===== src/hdl/tvg_pkg.sv =====
`timescale 1ns / 1ps
// ----------------------------------------------------------------------------
// tvg_pkg: shared types and constants of the torus vertex generator
// Divider step word, trig widths and pipeline depths.
// ----------------------------------------------------------------------------
package tvg_pkg;

	localparam int REM_W     = 26;  // partial remainder of the phase division
	localparam int DEN_W     = 10;  // divisor, twice the grid count
	localparam int QUO_W     = 17;  // quotient, one turn is 2^16
	localparam int DIV_STEPS = QUO_W;
	localparam int ANG_W     = 15;  // quarter-turn argument, 0..16384
	localparam int SIN_W     = 15;  // quarter sine magnitude, 0..16384
	localparam int SINE_LAT  = 6;

	typedef struct packed {
		logic [REM_W-1:0] rem;
		logic [DEN_W-1:0] den;
		logic [QUO_W-1:0] quo;
	} div_t;

endpackage


===== src/hdl/tvg_sine.sv =====
`timescale 1ns / 1ps
// ----------------------------------------------------------------------------
// tvg_sine: quarter-wave sine, pipelined Horner polynomial
// One multiply per stage, six stages, result in Q1.14.
// ----------------------------------------------------------------------------
module tvg_sine import tvg_pkg::*; (
	input  logic             clk,
	input  logic [ANG_W-1:0] angle,
	output logic [SIN_W-1:0] sine
);

	localparam logic [30:0] A1 = 31'd1686629713;
	localparam logic [30:0] A3 = 31'd693598668;
	localparam logic [30:0] A5 = 31'd85569306;
	localparam logic [30:0] A7 = 31'd5026995;
	localparam logic [30:0] A9 = 31'd172272;
	localparam logic [SIN_W-1:0] ONE = SIN_W'(16384);

	logic [ANG_W-1:0] t_s1, t_s2, t_s3, t_s4, t_s5;
	logic [ANG_W-1:0] t2_s1, t2_s2, t2_s3, t2_s4;
	logic [30:0]      p_s2, p_s3, p_s4, p_s5;
	logic [29:0]      sq;
	logic [45:0]      m2, m3, m4, m5, mf;
	logic [46:0]      fin;

	always_comb begin
		sq  = 30'(angle) * 30'(angle);
		m2  = 46'(t2_s1) * 46'(A9);
		m3  = 46'(t2_s2) * 46'(p_s2);
		m4  = 46'(t2_s3) * 46'(p_s3);
		m5  = 46'(t2_s4) * 46'(p_s4);
		mf  = 46'(t_s5) * 46'(p_s5);
		fin = (47'(mf) + (47'(1) << 29)) >> 30;
	end

	always_ff @(posedge clk) begin
		t_s1  <= angle;
		t2_s1 <= ANG_W'(sq >> 14);
		t_s2  <= t_s1;
		t2_s2 <= t2_s1;
		p_s2  <= A7 - 31'(m2 >> 14);
		t_s3  <= t_s2;
		t2_s3 <= t2_s2;
		p_s3  <= A5 - 31'(m3 >> 14);
		t_s4  <= t_s3;
		t2_s4 <= t2_s3;
		p_s4  <= A3 - 31'(m4 >> 14);
		t_s5  <= t_s4;
		p_s5  <= A1 - 31'(m5 >> 14);
		// cap at exactly one
		sine  <= (fin > 47'(ONE)) ? ONE : SIN_W'(fin);
	end

endmodule

===== config.mk =====
export PLATFORM = sky130hd
export DESIGN_NAME = tvg_sine
export DESIGN_NICKNAME = d
export VERILOG_FILES = /design/src/hdl/tvg_pkg.sv /design/src/hdl/tvg_sine.sv
export SDC_FILE = /design/constraint.sdc
export NUM_CORES = 2
export LEC_CHECK = 0
export BUFFER_PORTS_ARGS = -buffer_cell sky130_fd_sc_hd__buf_2
export CORE_UTILIZATION = 42
export DETAILED_ROUTE_END_ITERATION = 8
export PLACE_DENSITY = 0.56
export SLEW_MARGIN = 30
export SYNTH_ARGS = -nofsm -noshare
export SYNTH_HDL_FRONTEND = slang
export SYNTH_SLANG_ARGS = --single-unit

===== constraint.sdc =====
create_clock -name clk -period 9.36 [get_ports clk]
set_input_delay 1.872 -clock clk [delete_from_list [all_inputs] [get_ports clk]]
set_output_delay 1.872 -clock clk [all_outputs]
set_load 0.05 [all_outputs]

# [Yosys cells after proc, flatten, opt, wreduce, memory -nomap -nowiden]
# Cells that the tools add are included.
[classes] n_mul=6 n_addsub=5 magnitude_cmp=1
[op_table] op="$mul A15 B31 Y45" n=3
[op_table] op="$add A46 B30 Y47 const B" n=1
[op_table] op="$mul A15 B31 Y46" n=1
[op_table] op="$sub A27 B31 Y31 const A" n=1
[op_table] op="$sub A30 B31 Y31 const A" n=1
[op_table] op="$sub A31 B31 Y31 const A" n=1
[op_table] op="$mul A15 B14 Y29 const B" n=1
[op_table] op="$mul A15 B15 Y29" n=1
[op_table] op="$sub A23 B19 Y24 const A" n=1
[op_table] op="$gt A17 B15 Y1 const B" n=1
[totals] in_bits=16 output_inout_bits=15 register_bits=267 word_cells=26

# [Logic depth before layout (Yosys ltp)]
[depth] ltp_word=3 ltp_mapped=33 depth_no_buf=31

# [Worst setup path after synthesis]
# Ideal clock, no wire load.
[synth_path] path_kind="input to register" startpoint="input port angle[8]" endpoint="register t2_s1[14]" arrival_ns=7.713 cell_stages=26 required_time_ns=9.288 slack_ns=1.575 path_buffers=1 setup_ns=0.072 path_cell_list="clkbuf_1 > and2_1 > fa_1 > inv_1 > fa_1 > inv_1 > fa_1 > inv_1 > fa_1 > fa_1 > inv_1 > fa_1 > ha_1 > a21oi_1 > nor2b_1 > o21ai_0 > nand2b_1 > a211oi_1 > o21bai_1 > a21oi_1 > o21ai_0 > o211ai_1 > nand3_1 > a31o_2 > a21oi_1 > xnor2_1"
[synth_between] elab_chain_len=1
[synth_lines] item="from (decl)" line="tvg_sine.sv:8" source="input logic [ANG_W-1:0] angle,"
[synth_lines] item="$mul A15 B15 Y29" line="tvg_sine.sv:27" source="sq = 30'(angle) * 30'(angle);"
[synth_lines] item="named net sq[28]" line="tvg_sine.sv:22" source="logic [29:0] sq;"
[synth_lines] item="to (signal assigned)" line="tvg_sine.sv:38" source="t2_s1 <= ANG_W'(sq >> 14);"
[synth_lines] item="to (decl)" line="tvg_sine.sv:20" source="logic [ANG_W-1:0] t2_s1, t2_s2, t2_s3, t2_s4;"
# The timed path passes the listed nets, and every way through them passes these cells.
# A chain may end at the register's enable or synchronous reset.

# [Final worst setup path]
[layout_path] startpoint="register t2_s3[0]" endpoint="register p_s4[26]"
[layout_between] elab_chain_len=2
[layout_lines] item="from (decl)" line="tvg_sine.sv:20"
[layout_lines] item="from (signal assigned)" line="tvg_sine.sv:43" source="t2_s3 <= t2_s2;"
[layout_lines] item="$mul A15 B31 Y45" line="tvg_sine.sv:30" source="m4 = 46'(t2_s3) * 46'(p_s3);"
[layout_lines] item="$sub A30 B31 Y31" line="tvg_sine.sv:47" source="p_s4 <= A3 - 31'(m4 >> 14);"
[layout_lines] item="to (signal assigned)" line="tvg_sine.sv:47"
[layout_lines] item="to (decl)" line="tvg_sine.sv:21" source="logic [30:0] p_s2, p_s3, p_s4, p_s5;"
# Every way passes these cells.

==> results.yml <==
synth:
  synth_nets: 9669
  yosys_warnings: 0
  synthFlopType: "dfxtp_1"
  synthCells: 7475
  yosysSeqAreaShare_pct: 7.66
  synth_edf_count: 0
  synth_cell_types: 89
  synth-seq-cells: 259
  syn_area_per_cell_um2: 9.06
  async_flop_share_pct: 0
  syn_area_um2: 67700
clocking:
  max-clock-path-buffers: 3
  hold_buffers: 0
  root_buffer: "clkbuf_16"
  post_cts_resized: 0
  h-tree-depth: 2
  cts.sink_count: 259
  post_cts_buffers: 0
  clk_pin_slew_ns: 0.05
  cts_tree: "done"
  clk-insertion-delay-late_ns: 0.60
  cts_buffers: 36
floorplanning:
  fp.dieArea_um2: 163000
  rows: 146
  start_util_pct: 42.5
  ioPinCount: 31
  coreArea_um2: 159000
  die_h_um: 404
  die_w_um: 404
detailed_routing:
  drc_errors: 0
  drt_wl_total_mm: 165
  wl_per_cell_um: 17.4
  route.vias.total: 47600
  drt_iter0_drc: 2370
  drtPass1Iterations: 5
  viasPerCell: 5.01
  ant_nets: 0
layout:
  n_fill_cell: 15700
  final_area_um2: 71300
  fin_util_pct: 44.7
  area_growth_pct: 5.28
  final_nets: 9516
  mostFrequentLayoutCells: "inv_1 (1734), fa_1 (1500), nand2_1 (1150)"
  drive_above_1_share_pct: 3.29
  final_common_cell: "inv_1"
sta:
  finalHoldWorstSlack_ns: 0.297
  drv_slew: 0
  fin_crit_ns: 8.62
  finalSetupViolations: 0
  hold_viol: 0
  max_freq_ghz: 0.116
  tns_ns: 0
  finClkSkew_ns: 0.0335
  timing.final.crit_share_pct: 92.1
  tightestPinTransition_ns: 1.06
  slew_headroom_pct: 29.5
  rsz0062_at_grt: "false"
min_path:
  hold_class: "reg2reg"
  hold_start: "t_s2[11]"
grt:
  grt_pass1_wl_mm: 277
  grt_overflow: 0
  grt.total_usage_pct: 21.2
  grt_pass1_vias: 52000
  grt_antenna_before_repair: 2
  grt_max_degree: 32
setup_path:
  end_kind: "register"
  required_ns: 9.81
  path_max_fanout: 27
  setup.worst_path.start_class: "register"
  r2r-start: "t2_s3[0]"
  arrival_ns: 9.07
  crit_path_start: "t2_s3[0]"
  critical_path_class: "reg2reg"
flow_run:
  cap_violations: 0
place:
  dp_hpwl_mm: 135
  routabilityCongestion: 0.906
  place_area_um2: 70000
  portBuffers: 30
status:
  status: "finished clean"
==> state kept, by name, summed over array words and instances, names as in the netlist, 20 cells and up <==
| register | flops |
|---|---|
| p_s4 | 31 |
| p_s5 | 31 |
| p_s2 | 20 |
| p_s3 | 27 |
==> worst paths after layout <==
kind	to	slack, ns	cells after the start
worst min-delay path	t_s3[11]	0.30	0
worst max register to register	p_s4[26]	0.74	26
worst max-delay path	p_s4[26]	0.74	26
worst min register to register	t_s3[11]	0.30	0
==> layer usage <==
metal / part of all wire (%) / vias up / track usage, %
met1: 45 / 24500 / 29.4
li1: - / 21900 / -
met3: 4.6 / 180 / 2.45
met4: 1.9 / 0 / 4.14
met2: 48 / 1023 / 35.7
met5: 0 / - / 0
==> cells in the mapped netlist (all sizes together) (54+ instances only) <==
cell | count | area share [%]
a21o | 67 | 0.74
a21oi | 151 | 1.1
and2 | 701 | 6.5
clkbuf | 303 | 1.7
dfxtp | 259 | 7.7
fa | 1500 | 44
ha | 678 | 13
inv | 1734 | 9.6
nand2 | 1151 | 6.4
nor2 | 131 | 0.73
nor3 | 54 | 0.41
o21ai | 106 | 0.79
xnor2 | 116 | 1.5
xor2 | 91 | 1.2
==> per-stage QoR <==
| stage | cells | worst slack [ns] |
|---|---|---|
| floorplan | 7475 | 1.58 |
| global placement | 9430 | 0.897 |
| detailed placement | 9430 | 0.799 |
| CTS | 9494 | 0.706 |
| global route | 9494 | 0.222 |
| finish | 9497 | 0.741 |
==> area by class of cell <==
| type | instances | area, um2 | area share [%] |
|---|---|---|---|
| inverters | 1734 | 6510 | 9.13 |
| multi-input cells | 5174 | 54900 | 77.0 |
| clock inverters | 20 | 233 | 0.326 |
| repair buffers | 117 | 803 | 1.13 |
| diodes | 3 | 7.51 | 0.0105 |
| clock buffers | 44 | 991 | 1.39 |
| flip-flops and latches | 259 | 5200 | 7.29 |
| well taps | 2146 | 2690 | 3.77 |
==> cell families (layout without fill, tap and decap cells) <==
logic type               after synthesis  after routing  share of synthesized area, %
flip-flops                           259            259                          7.66
multiplexers                          14             14                         0.220
AO/OA/AOI/OAI                        537            537                          5.30
adder cells (fa/ha/maj)             2179           2179                          56.9
buffers and inverters               2042           1915                          11.3
XOR/XNOR                             208            208                          2.71
other                                  0              3                             0
AND/OR/NAND/NOR                     2236           2236                          15.9
==> critical path, stage by stage (launching register included) <==
cell and delay, ns:
dfxtp_1 0.90, nand2_1 0.18, fa_1 0.55, fa_1 0.55, inv_1 0.06, fa_1 0.50, inv_1 0.05, fa_1 0.55
fa_1 0.43, fa_1 0.50, inv_1 0.04, ha_1 0.38, nand2_1 0.15, o21ai_1 0.30, a31oi_1 0.09, and3b_1 0.21
or2_2 0.27, ha_1 0.22, nand3b_1 0.22, a311oi_1 0.42, o2111ai_1 0.30, a2111oi_0 0.48, o221ai_1 0.25, a31oi_1 0.39
mux2_2 0.24, a221oi_2 0.06, xor2_1 0.16
Power is not shown: default switching activity piles up to over one toggle a cycle in this logic, so the estimate is an artifact.
