## src/hdl/tvg_pkg.sv

```systemverilog
`timescale 1ns / 1ps
// ----------------------------------------------------------------------------
// tvg_pkg: shared types and constants of the torus vertex generator
// Divider step word, trig widths and pipeline depths.
// ----------------------------------------------------------------------------
package tvg_pkg;

	localparam int REM_W     = 26;  // partial remainder of the phase division
	localparam int DEN_W     = 10;  // divisor, twice the grid count
	localparam int QUO_W     = 17;  // quotient, one turn is 2^16
	localparam int DIV_STEPS = QUO_W;
	localparam int ANG_W     = 15;  // quarter-turn argument, 0..16384
	localparam int SIN_W     = 15;  // quarter sine magnitude, 0..16384
	localparam int SINE_LAT  = 6;

	typedef struct packed {
		logic [REM_W-1:0] rem;
		logic [DEN_W-1:0] den;
		logic [QUO_W-1:0] quo;
	} div_t;

endpackage

```

## src/hdl/tvg_div_cell.sv

```systemverilog
`timescale 1ns / 1ps
// ----------------------------------------------------------------------------
// tvg_div_cell: one restoring division step
// Settles quotient bit BIT and hands the word to the next cell.
// ----------------------------------------------------------------------------
module tvg_div_cell import tvg_pkg::*; #(
	parameter int BIT = 0
) (
	input  logic clk,
	input  div_t src,
	output div_t dst
);

	logic [REM_W-1:0] shifted;
	logic             take;
	div_t             nxt;

	always_comb begin
		shifted = REM_W'(src.den) << BIT;
		take    = (src.rem >= shifted);
		nxt     = src;
		if (take) begin
			nxt.rem      = src.rem - shifted;
			nxt.quo[BIT] = 1'b1;
		end
	end

	always_ff @(posedge clk) begin
		dst <= nxt;
	end

endmodule

```

## config.mk

```make
export PLATFORM = sky130hd
export DESIGN_NAME = tvg_div_cell
export DESIGN_NICKNAME = d
export VERILOG_FILES = /design/src/hdl/tvg_pkg.sv /design/src/hdl/tvg_div_cell.sv
export SDC_FILE = /design/constraint.sdc
export NUM_CORES = 1
export LEC_CHECK = 0
export BUFFER_PORTS_ARGS = -buffer_cell sky130_fd_sc_hd__clkbuf_2
export CELL_PAD_IN_SITES_DETAIL_PLACEMENT = 1
export CELL_PAD_IN_SITES_GLOBAL_PLACEMENT = 1
export CORE_MARGIN = 4
export CORE_UTILIZATION = 36
export CTS_BUF_LIST = sky130_fd_sc_hd__clkbuf_4 sky130_fd_sc_hd__clkbuf_8
export DETAILED_ROUTE_END_ITERATION = 8
export PLACE_DENSITY = 0.89
export SETUP_SLACK_MARGIN = 0.1
export SYNTH_ARGS = -nofsm -noshare
export SYNTH_HDL_FRONTEND = slang
export SYNTH_SLANG_ARGS = --single-unit
export TNS_END_PERCENT = 100
```

## constraint.sdc

```tcl
create_clock -name clk -period 4 [get_ports clk]
set_input_delay 0 -clock clk [delete_from_list [all_inputs] [get_ports clk]]
set_output_delay 0 -clock clk [all_outputs]
set_load 0.02 [all_outputs]
```

Yosys cells after proc, flatten, opt, wreduce, memory -nomap -nowiden --
Cells that the tools add are included.
Operators by class: $add $sub $neg 1, multipliers 0, div/mod/pow operators 0, order comparisons 1, equal/unequal tests 0, shift operators 0, multiplexer cells 1, bitwise logic cells 0, reductions and logical operators 0
Operator list (count):
- greater-or-equal comparator 26 x 10 -> 1 bit | 1
- two-way mux 26 bit | 1
- subtractor 26 x 10 -> 26 bit | 1
Storage, ports and cells: register bits after elaboration 53, bits in latches 0, RAM bits 0, ROM bits 0, input port bits 54, output and inout port bits 53, word-level logic and storage cells 7, memories 0

Depth between registers and ports, before layout --
Gate-level depths: netlist of run 1.
depth in word-level cells 2, gate-level depth with buffers 11, depth with buffers taken out 10

Least setup slack after synthesis of run 1 --
No wires, ideal clock.
path kind in2reg, start input src[47] (netlist bit), end register dst[28] (netlist bit), setup time 123 ps, arrival 1980 ps, path slack 1897 ps, cell stages on the path 6, cells stage by stage or4_1 > or2_1 > or4_4 > nor3_4 > buf_4 > mux2_1
RTL lines:
- start, declared | RTL line tvg_div_cell.sv:10 | input div_t src,
- end signal, assigned | RTL line tvg_div_cell.sv:29 | dst <= nxt;
- end, declared | RTL line tvg_div_cell.sv:11 | output div_t dst

==> report_table.html, run 1 <==
<table>
<tr><th>Metric</th><th>Value</th></tr>
<tr><th colspan="2">Run status</th></tr>
<tr><td>Status</td><td>completed</td></tr>
<tr><th colspan="2">Timing</th></tr>
<tr><td>Normalized max-slew margin</td><td>a little under half</td></tr>
<tr><td>Unrepaired setup endpoints after global routing</td><td>false</td></tr>
<tr><td>F_max</td><td>between 300 and 400 MHz</td></tr>
<tr><td>Final Critical Period</td><td>3.029 ns</td></tr>
<tr><td>Final-report hold violation count</td><td>0</td></tr>
<tr><td>Setup slack of the critical path after layout</td><td>around 1 ns</td></tr>
<tr><td>Setup TNS</td><td>0 ns</td></tr>
<tr><td>Final worst-path cycle share</td><td>75.72%</td></tr>
<tr><td>Actual slew at the worst max-slew pin</td><td>roughly 0.80 ns</td></tr>
<tr><td>Pins over their slew limit</td><td>0</td></tr>
<tr><td>Final setup violating endpoints</td><td>0</td></tr>
<tr><th colspan="2">Placed design</th></tr>
<tr><td>Half-perimeter wire length after detailed placement</td><td>between 4 and 5 mm</td></tr>
<tr><td>Buffers added on ports</td><td>roughly 110</td></tr>
<tr><td>Routability Congestion</td><td>0.8210</td></tr>
<tr><td>Placed cells</td><td>approximately 380</td></tr>
<tr><td>Worst Setup Slack post-DPL</td><td>between 1 and 1.5 ns</td></tr>
<tr><th colspan="2">Global routing</th></tr>
<tr><td>Aggregate global routing overflow</td><td>0</td></tr>
<tr><td>Global-route wire length before repair</td><td>12.90 mm</td></tr>
<tr><td>Number of global-route vias before repair</td><td>between 2000 and 2500</td></tr>
<tr><td>Global Route Usage Sum</td><td>23.16%</td></tr>
<tr><td>Largest net degree at the start of global routing</td><td>23</td></tr>
<tr><td>Antenna violations before repair</td><td>0</td></tr>
<tr><th colspan="2">Cells and area</th></tr>
<tr><td>Share of layout cells above drive strength 1</td><td>between 30% and 40%</td></tr>
<tr><td>Largest registers</td><td>dst (53)</td></tr>
<tr><td>Number of flip-flops in the largest register</td><td>53</td></tr>
<tr><td>Post-layout instance count excluding filler cells</td><td>around 440</td></tr>
<tr><td>Antenna diode instance count</td><td>0</td></tr>
<tr><td>Number of nets at the end of the flow</td><td>428</td></tr>
<tr><td>Largest register by flop count</td><td>dst</td></tr>
<tr><td>Area Overhead vs Synth</td><td>60.17%</td></tr>
<tr><th colspan="2">Worst setup path</th></tr>
<tr><td>Worst Path Required</td><td>~4.2 ns</td></tr>
<tr><td>Nature of the critical path startpoint</td><td>input port</td></tr>
<tr><td>Critical setup path kind</td><td>input port to flop</td></tr>
<tr><td>Largest driver fanout on the critical path</td><td>22</td></tr>
<tr><td>Arrival time reported for the critical path endpoint</td><td>~3.2 ns</td></tr>
<tr><td>CP Capture Type</td><td>flop</td></tr>
<tr><th colspan="2">Detailed routing</th></tr>
<tr><td>Routed WL</td><td>just under 8 mm</td></tr>
<tr><td>DRC</td><td>0</td></tr>
<tr><td>Total via count after detailed routing</td><td>about 2200</td></tr>
<tr><td>Detail-routed via count per cell</td><td>4.998</td></tr>
<tr><td>DRC marker count from the first detailed-route iteration</td><td>about 80</td></tr>
<tr><td>WL per Instance</td><td>18.18 microns</td></tr>
<tr><td>Number of routed nets with antenna violations</td><td>0</td></tr>
<tr><td>Initial DRT Pass Iterations</td><td>4</td></tr>
<tr><th colspan="2">Synthesis</th></tr>
<tr><td>Area of the mapped netlist</td><td>just over 2000 sq um</td></tr>
<tr><td>Area leader, netlist</td><td>sky130_fd_sc_hd__dfxtp_1</td></tr>
<tr><td>Syn_nets</td><td>roughly 270</td></tr>
<tr><td>Area share of the leading cell type in the synthesized netlist</td><td>between 50% and 60%</td></tr>
<tr><td>Mean Syn Cell Area</td><td>between 10 and 15 sq um</td></tr>
<tr><td>Synth unique cells</td><td>39</td></tr>
<tr><td>Part of the Yosys area used for sequential elements</td><td>~52%</td></tr>
<tr><td>Number of storage elements in the synthesis netlist</td><td>53</td></tr>
<tr><td>Number of warning messages in the yosys log</td><td>0</td></tr>
<tr><td>Leading post-synthesis cells by cell area</td><td>sky130_fd_sc_hd__dfxtp_1 (52%), sky130_fd_sc_hd__xor2_1 (6.5%), sky130_fd_sc_hd__ha_1 (6.1%), sky130_fd_sc_hd__o21ai_0 (3.4%), sky130_fd_sc_hd__xnor2_1 (3.4%)</td></tr>
<tr><td>Top_reg_cell synth</td><td>sky130_fd_sc_hd__dfxtp_1</td></tr>
<tr><td>Post-synth EDFFs</td><td>0</td></tr>
<tr><td>Proportion of synthesized flip-flops having asynchronous set or reset</td><td>0%</td></tr>
<tr><td>Synthesized instance count</td><td>201</td></tr>
<tr><th colspan="2">Run</th></tr>
<tr><td>Max-capacitance violation count</td><td>0</td></tr>
<tr><th colspan="2">Power</th></tr>
<tr><td>Leakage component of the power</td><td>0.001546 uW</td></tr>
<tr><td>Highest ir drop seen on vdd</td><td>approximately 0.16 mV</td></tr>
<tr><td>Power density normalized to cell area</td><td>around 380 nW/um^2</td></tr>
<tr><th colspan="2">Die</th></tr>
<tr><td>Core area</td><td>about 5500 sq um</td></tr>
<tr><td>Die Footprint</td><td>6921 sq um</td></tr>
<tr><td>Count of pins on the block boundary</td><td>approximately 110</td></tr>
<tr><td>Die Width</td><td>just over 80 microns</td></tr>
<tr><td>Die H</td><td>between 80 and 90 microns</td></tr>
<tr><td>Starting utilization of the core area</td><td>approximately 37%</td></tr>
<tr><td>Number of rows created at floorplan</td><td>27</td></tr>
<tr><th colspan="2">Clock network</th></tr>
<tr><td>Cell chosen for the clock root</td><td>sky130_fd_sc_hd__clkbuf_8</td></tr>
<tr><td>Longest Clk Path Bufs</td><td>2</td></tr>
<tr><td>Number of levels the H-tree was split into</td><td>2</td></tr>
<tr><td>Number of buffers added by the clock tree synthesis step</td><td>5</td></tr>
<tr><td>Post-CTS Resized</td><td>0</td></tr>
<tr><td>Clock tree from TritonCTS</td><td>built</td></tr>
<tr><td>CTS hold repair buffers</td><td>53</td></tr>
<tr><td>Sink count of the clock tree</td><td>between 50 and 60</td></tr>
<tr><td>CTS clk-pin slew, worst paths</td><td>roughly 0.11 ns</td></tr>
<tr><td>Post-CTS Setup Inserts</td><td>0</td></tr>
<tr><th colspan="2">Worst hold path</th></tr>
<tr><td>Kind of path behind the tightest hold check</td><td>input port to flop</td></tr>
</table>
[layout make-up]
type | instances | area (sq um)
fill | 641 | 2246
sequential | 53 | 1061
timing repair buffer | 159 | 1061
multi-input combinational | 129 | 898.4
tap | 72 | 90.09
clock buffer | 5 | 68.82
inverter | 15 | 56.30
clock inverter | 3 | 25.02
[kinds of logic after synthesis]
group	synth area share (%)
flops	52.12
xor+xnor	9.896
simple gates	14.94
fa+ha+maj	7.130
mux	1.106
compound gates	11.06
buf+inv	3.749
[final timing paths]
check | start | to | cells after the start
worst max-delay path | src[27] | dst[28] | 11
worst min-delay path | src[7] | dst[7] | 2
[report_power, final]
group          total (uW)  internal (uW)  switching [uW]
Combinational         316            132             184
Sequential            592            576            15.7
Clock                 328            127             201
[metrics by stage]
stage	cell area (sq um)	power [uW]	hold WS, ns	util, %
finish	3261	1235	0.3174	59.21
global route	3261	1287	0.3263	59.21
CTS	3261	1214	0.3209	59.21
detailed placement	2636	858.4	0.1047	47.88
global placement	2636	849.6	0.1025	47.88
floorplan	2036	752.9	0.02772	-
[cells in the final DEF (no fill, tap or decap), types with 2 or more instances in the layout]
master / netlist / layout
sky130_fd_sc_hd__clkbuf_2: 0 / 106
sky130_fd_sc_hd__dfxtp_1: 53 / 53
sky130_fd_sc_hd__dlygate4sd3_1: 0 / 53
sky130_fd_sc_hd__inv_1: 15 / 15
sky130_fd_sc_hd__nand2_1: 15 / 15
sky130_fd_sc_hd__xor2_1: 15 / 15
sky130_fd_sc_hd__o21ai_0: 14 / 14
sky130_fd_sc_hd__ha_1: 10 / 10
sky130_fd_sc_hd__nor3_1: 9 / 9
sky130_fd_sc_hd__xnor2_1: 8 / 8
sky130_fd_sc_hd__a21oi_1: 7 / 7
sky130_fd_sc_hd__nor2_1: 7 / 7
sky130_fd_sc_hd__nand3_1: 5 / 5
sky130_fd_sc_hd__clkbuf_8: 0 / 5
sky130_fd_sc_hd__nor4_1: 4 / 4
sky130_fd_sc_hd__or4_1: 3 / 3
sky130_fd_sc_hd__o31ai_1: 2 / 2
sky130_fd_sc_hd__and4_1: 2 / 2
sky130_fd_sc_hd__o21ai_1: 2 / 2
sky130_fd_sc_hd__nand2b_1: 2 / 2
sky130_fd_sc_hd__nand3b_1: 2 / 2
sky130_fd_sc_hd__o21bai_1: 2 / 2
sky130_fd_sc_hd__or3_1: 2 / 2
sky130_fd_sc_hd__a21boi_0: 2 / 2
sky130_fd_sc_hd__mux2_1: 2 / 2
[per-layer routing]
metal / track usage, % / routed length [microns]
met5: 0 / 0
met4: 9.212 / 295
met3: 6.250 / 536
met2: 43.66 / 4152
met1: 24.00 / 2940
[synth_stat cells, drive strengths merged, types with 4 or more instances]
library cell,count
xor2,15
nor3,10
dfxtp,53
nand3,5
nor2,7
nor4,4
inv,15
nand2,15
xnor2,8
o21ai,16
ha,10
a21oi,7
or4,4
[worst max-delay path, cell delays in order]
cell and delay (ns):
sky130_fd_sc_hd__dlygate4sd3_1 0.53, sky130_fd_sc_hd__clkbuf_2 0.12, sky130_fd_sc_hd__inv_1 0.06, sky130_fd_sc_hd__ha_1 0.17, sky130_fd_sc_hd__inv_1 0.06, sky130_fd_sc_hd__fa_1 0.43, sky130_fd_sc_hd__a21oi_1 0.26, sky130_fd_sc_hd__o22ai_1 0.18
sky130_fd_sc_hd__o31a_1 0.31, sky130_fd_sc_hd__nor3_4 0.70, sky130_fd_sc_hd__mux2_1 0.40
Note: power is estimated with default switching activity, not from simulation.
==> run 2: changes to the inputs <==
- CORE_UTILIZATION: 36 -> 33
- PLACE_DENSITY: 0.89 -> 0.83
- clock period: 4 -> 2.8 ns (I/O delays scaled with it)
==> report_table.html, run 2 (synthesis results as in run 1) <==
<table>
<tr><th>Metric</th><th>Value</th></tr>
<tr><th colspan="2">Cells and area</th></tr>
<tr><td>Antenna diode instance count</td><td>0 (unchanged)</td></tr>
<tr><td>Largest registers</td><td>dst (53)</td></tr>
<tr><td>Number of nets at the end of the flow</td><td>434 (+1.4%)</td></tr>
<tr><td>Most common cell after layout, fill and taps aside</td><td>sky130_fd_sc_hd__clkbuf_2</td></tr>
<tr><td>Area Overhead vs Synth</td><td>63.80%</td></tr>
<tr><td>Largest register by flop count</td><td>dst</td></tr>
<tr><td>Sequential cell area</td><td>1061 sq um (unchanged)</td></tr>
<tr><td>Number of flip-flops in the largest register</td><td>53 (unchanged)</td></tr>
<tr><td>Top library cells by usage in the layout, fill and taps aside</td><td>sky130_fd_sc_hd__clkbuf_2 (106), sky130_fd_sc_hd__dfxtp_1 (53), sky130_fd_sc_hd__dlygate4sd3_1 (53)</td></tr>
<tr><td>Post-layout instance count excluding filler cells</td><td>445 (+2.1%)</td></tr>
<tr><td>Fillers</td><td>695 (+8.4%)</td></tr>
<tr><td>Share of layout cells above drive strength 1</td><td>33.51% (+1.4 points)</td></tr>
<tr><td>Area occupied by multi-input gates</td><td>902.1 sq um (+0.42%)</td></tr>
<tr><th colspan="2">Power</th></tr>
<tr><td>Highest ir drop seen on vdd</td><td>0.3380 mV (+110%)</td></tr>
<tr><td>Overall power of the completed layout</td><td>1813 uW (+47%)</td></tr>
<tr><td>Power density normalized to cell area</td><td>543.9 nW/um^2 (+44%)</td></tr>
<tr><td>Leakage component of the power</td><td>0.001593 uW (+3.0%)</td></tr>
<tr><th colspan="2">Timing</th></tr>
<tr><td>Actual slew at the worst max-slew pin</td><td>0.6125 ns (-0.1907 ns)</td></tr>
<tr><td>F_max</td><td>just under 400 MHz</td></tr>
<tr><td>Setup TNS</td><td>0 ns (unchanged)</td></tr>
<tr><td>Final Critical Period</td><td>around 2.6 ns</td></tr>
<tr><td>Final setup violating endpoints</td><td>0 (unchanged)</td></tr>
<tr><td>Normalized max-slew margin</td><td>58.74% (+12 points)</td></tr>
<tr><td>Final worst-path cycle share</td><td>between 90% and 100%</td></tr>
<tr><td>Final-report hold violation count</td><td>0 (unchanged)</td></tr>
<tr><td>Pins over their slew limit</td><td>0 (unchanged)</td></tr>
<tr><td>Setup slack of the critical path after layout</td><td>0.2120 ns (-0.7593 ns)</td></tr>
<tr><td>Unrepaired setup endpoints after global routing</td><td>false</td></tr>
<tr><th colspan="2">Run</th></tr>
<tr><td>Max-capacitance violation count</td><td>0 (unchanged)</td></tr>
<tr><th colspan="2">Worst setup path</th></tr>
<tr><td>Slowest library cell on the worst path</td><td>sky130_fd_sc_hd__dlygate4sd3_1</td></tr>
<tr><td>Number of stages on the worst setup path</td><td>8 (-3)</td></tr>
<tr><td>Cell chain of the critical path</td><td>dlygate4sd3_1, clkbuf_2, or4_1, or2_1, or4_4, nor3_4, buf_4, mux2_1</td></tr>
<tr><td>Critical path's top delay family</td><td>simple AND/OR/NAND/NOR gates</td></tr>
<tr><td>Worst Path Required</td><td>3.00 ns (-1.21 ns)</td></tr>
<tr><td>Delay contributed by the slowest stage of the critical path</td><td>0.54 ns (-0.16 ns)</td></tr>
<tr><td>Nature of the critical path startpoint</td><td>input port</td></tr>
<tr><td>Critical setup path kind</td><td>input port to flop</td></tr>
<tr><td>Count of buffering cells on the critical path with inverters included</td><td>3 (-1)</td></tr>
<tr><td>CP Capture Type</td><td>flop</td></tr>
<tr><td>Largest driver fanout on the critical path</td><td>8 (-64%)</td></tr>
<tr><td>Arrival time reported for the critical path endpoint</td><td>2.79 ns (-0.44 ns)</td></tr>
<tr><th colspan="2">Detailed routing</th></tr>
<tr><td>Total via count after detailed routing</td><td>2097 (-3.8%)</td></tr>
<tr><td>Number of routed nets with antenna violations</td><td>0 (unchanged)</td></tr>
<tr><td>WL per Instance</td><td>15.22 microns (-16%)</td></tr>
<tr><td>DRC marker count from the first detailed-route iteration</td><td>43 (-46%)</td></tr>
<tr><td>DRC</td><td>0 (unchanged)</td></tr>
<tr><td>Detail-routed via count per cell</td><td>4.712 (-5.7%)</td></tr>
<tr><td>Initial DRT Pass Iterations</td><td>4 (unchanged)</td></tr>
<tr><td>Routed WL</td><td>6.773 mm (-15%)</td></tr>
<tr><th colspan="2">Clock network</th></tr>
<tr><td>Longest Clk Path Bufs</td><td>2 (unchanged)</td></tr>
<tr><td>Number of levels the H-tree was split into</td><td>2 (unchanged)</td></tr>
<tr><td>Sink count of the clock tree</td><td>53 (unchanged)</td></tr>
<tr><td>Cell chosen for the clock root</td><td>sky130_fd_sc_hd__clkbuf_8</td></tr>
<tr><td>Clock tree from TritonCTS</td><td>built</td></tr>
<tr><td>Number of buffers added by the clock tree synthesis step</td><td>5 (unchanged)</td></tr>
<tr><td>CTS clk-pin slew, worst paths</td><td>0.09 ns (-0.02 ns)</td></tr>
<tr><th colspan="2">Die</th></tr>
<tr><td>Count of pins on the block boundary</td><td>107 (unchanged)</td></tr>
<tr><td>Die Width</td><td>86.54 microns (+4.0%)</td></tr>
<tr><td>Number of rows created at floorplan</td><td>28 (+3.7%)</td></tr>
<tr><td>Core area</td><td>5956 sq um (+8.2%)</td></tr>
<tr><td>Starting utilization of the core area</td><td>34.18% (-2.8 points)</td></tr>
<tr><td>Die Footprint</td><td>7489 sq um (+8.2%)</td></tr>
<tr><td>Die H</td><td>86.54 microns (+4.0%)</td></tr>
<tr><th colspan="2">Global routing</th></tr>
<tr><td>Global Route met2 Usage</td><td>34.56% (-9.1 points)</td></tr>
<tr><td>Met1 track demand over resource</td><td>20.13% (-3.9 points)</td></tr>
<tr><td>Antenna violations before repair</td><td>0 (unchanged)</td></tr>
<tr><td>Aggregate global routing overflow</td><td>0 (unchanged)</td></tr>
<tr><td>Largest net degree at the start of global routing</td><td>17 (-26%)</td></tr>
<tr><td>Number of global-route vias before repair</td><td>2252 (-9.2%)</td></tr>
<tr><td>Global Route Usage Sum</td><td>18.00% (-5.2 points)</td></tr>
<tr><td>Met3 GRT Util</td><td>3.517% (-2.7 points)</td></tr>
<tr><td>GRT busiest layer</td><td>met2</td></tr>
<tr><td>Global-route wire length before repair</td><td>10.72 mm (-17%)</td></tr>
<tr><th colspan="2">Placed design</th></tr>
<tr><td>Worst Setup Slack post-DPL</td><td>0.3070 ns (-1.026 ns)</td></tr>
<tr><td>Buffers added on ports</td><td>106 (unchanged)</td></tr>
<tr><td>Routability Congestion</td><td>0.8257 (+0.57%)</td></tr>
<tr><td>Placed cells</td><td>381 (+1.6%)</td></tr>
<tr><td>Half-perimeter wire length after detailed placement</td><td>4.361 mm (-1.0%)</td></tr>
<tr><th colspan="2">Run status</th></tr>
<tr><td>Status</td><td>completed</td></tr>
<tr><th colspan="2">Worst hold path</th></tr>
<tr><td>Kind of path behind the tightest hold check</td><td>input port to flop</td></tr>
<tr><td>Worst hold path depth</td><td>4 (+2)</td></tr>
</table>
==> run 2: cell types whose count changed in the layout (fill, tap and decap cells not counted), sizes merged <==
| cell | before | now |
|---|---|---|
| buf | 0 | 6 |
| bufinv | 0 | 1 |
| inv | 16 | 15 |
| clkbuf | 111 | 112 |
| clkinvlp | 1 | 0 |
==> run 2: path summary, 6_finish.rpt <==
| check | from | endpoint |
|---|---|---|
| worst max-delay path | src[45] | dst[35] |
| worst min-delay path | src[27] | dst[27] |
==> run 2: layer usage <==
| metal | share of wire [%] | wire, microns | up-vias |
|---|---|---|---|
| met4 | 1.2 | 78 | 0 |
| met1 | 40 | 2719 | 991 |
| met3 | 5.9 | 399 | 7 |
| met2 | 53 | 3576 | 73 |
| li1 | - | - | 1026 |
| met5 | 0 | 0 | - |
==> run 2: what timing repair did <==
item	4_1_cts	5_1_grt
buffers inserted	0	3
gates resized for setup	0	1
hold buffers	53	0
hold endpoints to repair	53	0
setup endpoints to repair	0	15
==> run 2: power breakdown <==
part / switching (uW) / internal, uW
combinational: 247 / 189
sequential: 20.2 / 822
clock: 255 / 278
==> run 2: final cells by class <==
type	count	area share (%)
multi-input combinational	129	27.05
clock inverter	2	1.163
tap	75	2.814
sequential	53	31.82
inverter	15	1.689
timing repair buffer	165	33.17
clock buffer	6	2.289
==> run 2: stage by stage <==
stage	utilization, %	area (sq um)	hold slack [ns]
5_1_grt	55.99	3334	0.1649
3_5_place_dp	44.71	2663	0.1047
3_3_place_gp	44.71	2663	0.1019
4_1_cts	55.55	3308	0.09624
6_report	55.99	3334	0.1243
2_1_floorplan	-	2036	0.02772
==> run 2: tightest hold or removal path, cell delays in order <==
cell and delay [ns]:
sky130_fd_sc_hd__clkbuf_2 0.09, sky130_fd_sc_hd__inv_1 0.05, sky130_fd_sc_hd__ha_1 0.15, sky130_fd_sc_hd__o21ai_0 0.09
==> run 3: changes to the inputs <==
- CELL_PAD_IN_SITES_DETAIL_PLACEMENT: 1 -> 0
- CORE_MARGIN: 4 -> not set
- REMOVE_ABC_BUFFERS: not set -> 1
==> report_table.html, run 3 (synthesis results as in run 1) <==
<table>
<tr><th>Metric</th><th>Value</th></tr>
<tr><th colspan="2">Cells and area</th></tr>
<tr><td>Finished Cell Area</td><td>3297 sq um (-1.1%)</td></tr>
<tr><td>Number of nets at the end of the flow</td><td>431 (-0.69%)</td></tr>
<tr><td>Number of flip-flops in the largest register</td><td>53 (unchanged)</td></tr>
<tr><td>Largest registers</td><td>dst (53)</td></tr>
<tr><td>Area Overhead vs Synth</td><td>61.95%</td></tr>
<tr><td>Share of layout cells above drive strength 1</td><td>32.97% (-0.54 points)</td></tr>
<tr><td>Largest register by flop count</td><td>dst</td></tr>
<tr><td>Top library cells by usage in the layout, fill and taps aside</td><td>sky130_fd_sc_hd__clkbuf_2 (106), sky130_fd_sc_hd__dfxtp_1 (53), sky130_fd_sc_hd__dlygate4sd3_1 (53)</td></tr>
<tr><td>Fillers</td><td>554 (-20%)</td></tr>
<tr><td>Antenna diode instance count</td><td>0 (unchanged)</td></tr>
<tr><td>Most common cell after layout, fill and taps aside</td><td>sky130_fd_sc_hd__clkbuf_2</td></tr>
<tr><td>End-of-flow core utilization</td><td>55.68% (-0.30 points)</td></tr>
<tr><th colspan="2">Timing</th></tr>
<tr><td>F_max</td><td>396.4 MHz (+2.6%)</td></tr>
<tr><td>Final setup violating endpoints</td><td>0 (unchanged)</td></tr>
<tr><td>Pins over their slew limit</td><td>0 (unchanged)</td></tr>
<tr><td>Actual slew at the worst max-slew pin</td><td>0.5265 ns (-0.08595 ns)</td></tr>
<tr><td>Final-report hold violation count</td><td>0 (unchanged)</td></tr>
<tr><td>Final Critical Period</td><td>2.523 ns (-0.06520 ns)</td></tr>
<tr><td>Unrepaired setup endpoints after global routing</td><td>false</td></tr>
<tr><td>Normalized max-slew margin</td><td>64.58% (+5.8 points)</td></tr>
<tr><td>Final worst-path cycle share</td><td>90.10% (-2.3 points)</td></tr>
<tr><td>Setup TNS</td><td>0 ns (unchanged)</td></tr>
<tr><th colspan="2">Detailed routing</th></tr>
<tr><td>DRC</td><td>0 (unchanged)</td></tr>
<tr><td>Number of routed nets with antenna violations</td><td>0 (unchanged)</td></tr>
<tr><td>Initial DRT Pass Iterations</td><td>4 (unchanged)</td></tr>
<tr><td>DRC marker count from the first detailed-route iteration</td><td>50 (+16%)</td></tr>
<tr><td>Detail-routed via count per cell</td><td>4.421 (-6.2%)</td></tr>
<tr><td>WL per Instance</td><td>11.36 microns (-25%)</td></tr>
<tr><td>Total via count after detailed routing</td><td>1954 (-6.8%)</td></tr>
<tr><td>Routed WL</td><td>5.021 mm (-26%)</td></tr>
<tr><th colspan="2">Global routing</th></tr>
<tr><td>Antenna violations before repair</td><td>0 (unchanged)</td></tr>
<tr><td>Global Route Usage Sum</td><td>15.69% (-2.3 points)</td></tr>
<tr><td>Number of global-route vias before repair</td><td>1924 (-15%)</td></tr>
<tr><td>Global-route wire length before repair</td><td>7.928 mm (-26%)</td></tr>
<tr><td>Largest net degree at the start of global routing</td><td>20 (+3)</td></tr>
<tr><td>Aggregate global routing overflow</td><td>0 (unchanged)</td></tr>
<tr><th colspan="2">Power</th></tr>
<tr><td>Power density normalized to cell area</td><td>520.8 nW/um^2 (-4.2%)</td></tr>
<tr><td>Highest ir drop seen on vdd</td><td>0.2538 mV (-25%)</td></tr>
<tr><td>Overall power of the completed layout</td><td>1717 uW (-5.3%)</td></tr>
<tr><td>Share of power burned in combinational logic</td><td>24.6% (+0.5 points)</td></tr>
<tr><td>Clock share of power</td><td>26.5% (-2.9 points)</td></tr>
<tr><td>Share of power burned in registers</td><td>48.9% (+2.4 points)</td></tr>
<tr><td>Fraction of power spent switching nets</td><td>30.21% (+1.4 points)</td></tr>
<tr><td>Sw Pwr</td><td>518.7 uW (-0.84%)</td></tr>
<tr><td>Leakage component of the power</td><td>0.001568 uW (-1.5%)</td></tr>
<tr><td>Int Pwr</td><td>1198 uW (-7.1%)</td></tr>
<tr><th colspan="2">Run</th></tr>
<tr><td>Max-capacitance violation count</td><td>0 (unchanged)</td></tr>
<tr><th colspan="2">Worst setup path</th></tr>
<tr><td>Count of buffering cells on the critical path with inverters included</td><td>2 (-1)</td></tr>
<tr><td>Arrival time reported for the critical path endpoint</td><td>2.71 ns (-0.08 ns)</td></tr>
<tr><td>Critical setup path kind</td><td>input port to flop</td></tr>
<tr><td>Nature of the critical path startpoint</td><td>input port</td></tr>
<tr><td>CP Capture Type</td><td>flop</td></tr>
<tr><td>Cell chain of the critical path</td><td>dlygate4sd3_1, clkbuf_2, or4_1, or4_1, or2_2, o21ai_1, nor3_1, xor2_1</td></tr>
<tr><td>Worst Path Required</td><td>2.99 ns (about the same)</td></tr>
<tr><td>Slowest library cell on the worst path</td><td>sky130_fd_sc_hd__or4_1</td></tr>
<tr><td>Largest driver fanout on the critical path</td><td>4 (-4)</td></tr>
<tr><td>Delay contributed by the slowest stage of the critical path</td><td>0.60 ns (+0.06 ns)</td></tr>
<tr><td>Most frequent CP cell</td><td>sky130_fd_sc_hd__or4_1</td></tr>
<tr><td>Critical path's top delay family</td><td>simple AND/OR/NAND/NOR gates</td></tr>
<tr><th colspan="2">Placed design</th></tr>
<tr><td>Routability Congestion</td><td>0.7944 (-3.8%)</td></tr>
<tr><td>Half-perimeter wire length after detailed placement</td><td>3.507 mm (-20%)</td></tr>
<tr><td>Area after detailed placement</td><td>2663 sq um (unchanged)</td></tr>
<tr><td>Buffers added on ports</td><td>106 (unchanged)</td></tr>
<tr><th colspan="2">Clock network</th></tr>
<tr><td>Cell chosen for the clock root</td><td>sky130_fd_sc_hd__clkbuf_8</td></tr>
<tr><td>Post-CTS Setup Inserts</td><td>0 (unchanged)</td></tr>
<tr><td>Sink count of the clock tree</td><td>53 (unchanged)</td></tr>
<tr><td>Number of levels the H-tree was split into</td><td>2 (unchanged)</td></tr>
<tr><td>CTS clk-pin slew, worst paths</td><td>0.10 ns (about the same)</td></tr>
<tr><td>Longest Clk Path Bufs</td><td>2 (unchanged)</td></tr>
<tr><td>Clock tree from TritonCTS</td><td>built</td></tr>
<tr><td>Number of buffers added by the clock tree synthesis step</td><td>5 (unchanged)</td></tr>
<tr><th colspan="2">Die</th></tr>
<tr><td>Die Width</td><td>80.54 microns (-6.9%)</td></tr>
<tr><td>Die Footprint</td><td>6487 sq um (-13%)</td></tr>
<tr><td>Starting utilization of the core area</td><td>34.38% (+0.20 points)</td></tr>
<tr><td>Count of pins on the block boundary</td><td>107 (unchanged)</td></tr>
<tr><td>Core area</td><td>5921 sq um (-0.59%)</td></tr>
<tr><td>Die H</td><td>80.54 microns (-6.9%)</td></tr>
<tr><td>Number of rows created at floorplan</td><td>28 (unchanged)</td></tr>
<tr><th colspan="2">Run status</th></tr>
<tr><td>Status</td><td>completed</td></tr>
<tr><th colspan="2">Worst hold path</th></tr>
<tr><td>Kind of path behind the tightest hold check</td><td>input port to flop</td></tr>
</table>
run 3: what timing repair did:
item	CTS	global route
hold buffers	53	0
endpoints found under the setup margin	0	1
endpoints found under the hold margin	53	0
gates resized for setup	0	1
run 3: power by group through the flow:
stage	clock network, uW	logic (uW)	registers (uW)
after floorplan	0	129	946
after global placement	0	364	856
after detailed placement	0	362	856
after CTS	478	423	840
after global routing	510	463	848
final	454	423	840
run 3: final timing paths:
check / slack (ns) / startpoint / depth (start not counted) / endpoint
setup / recovery: 0.28 / src[39] / 8 / dst[39]
hold / removal: 0.33 / src[11] / 2 / dst[11]
run 3: layer usage:
layer	global-route usage (%)	up-vias	wire length (microns)
met3	4.205	8	313
met4	5.179	0	65
met5	0	-	0
met2	28.14	72	2406
met1	17.78	852	2235
li1	-	1022	-
run 3: metrics by stage:
stage                     std cells  setup WS [ns]  hold WS, ns
final                           442         0.2772       0.3272
after global routing            442         0.1285       0.3226
after CTS                       442         0.3007       0.3132
after detailed placement        381         0.5282       0.1039
after global placement          381         0.5419       0.1027
after floorplan                 197         0.5379      0.02772
run 3: layout make-up:
cell class / instances / area, sq um / share of cell area (%)
multi-input combinational: 129 / 904.6 / 27.44
sequential: 53 / 1061 / 32.18
inverter: 15 / 56.30 / 1.708
tap: 75 / 93.84 / 2.846
clock inverter: 3 / 28.78 / 0.8729
timing repair buffer: 162 / 1084 / 32.87
clock buffer: 5 / 68.82 / 2.087
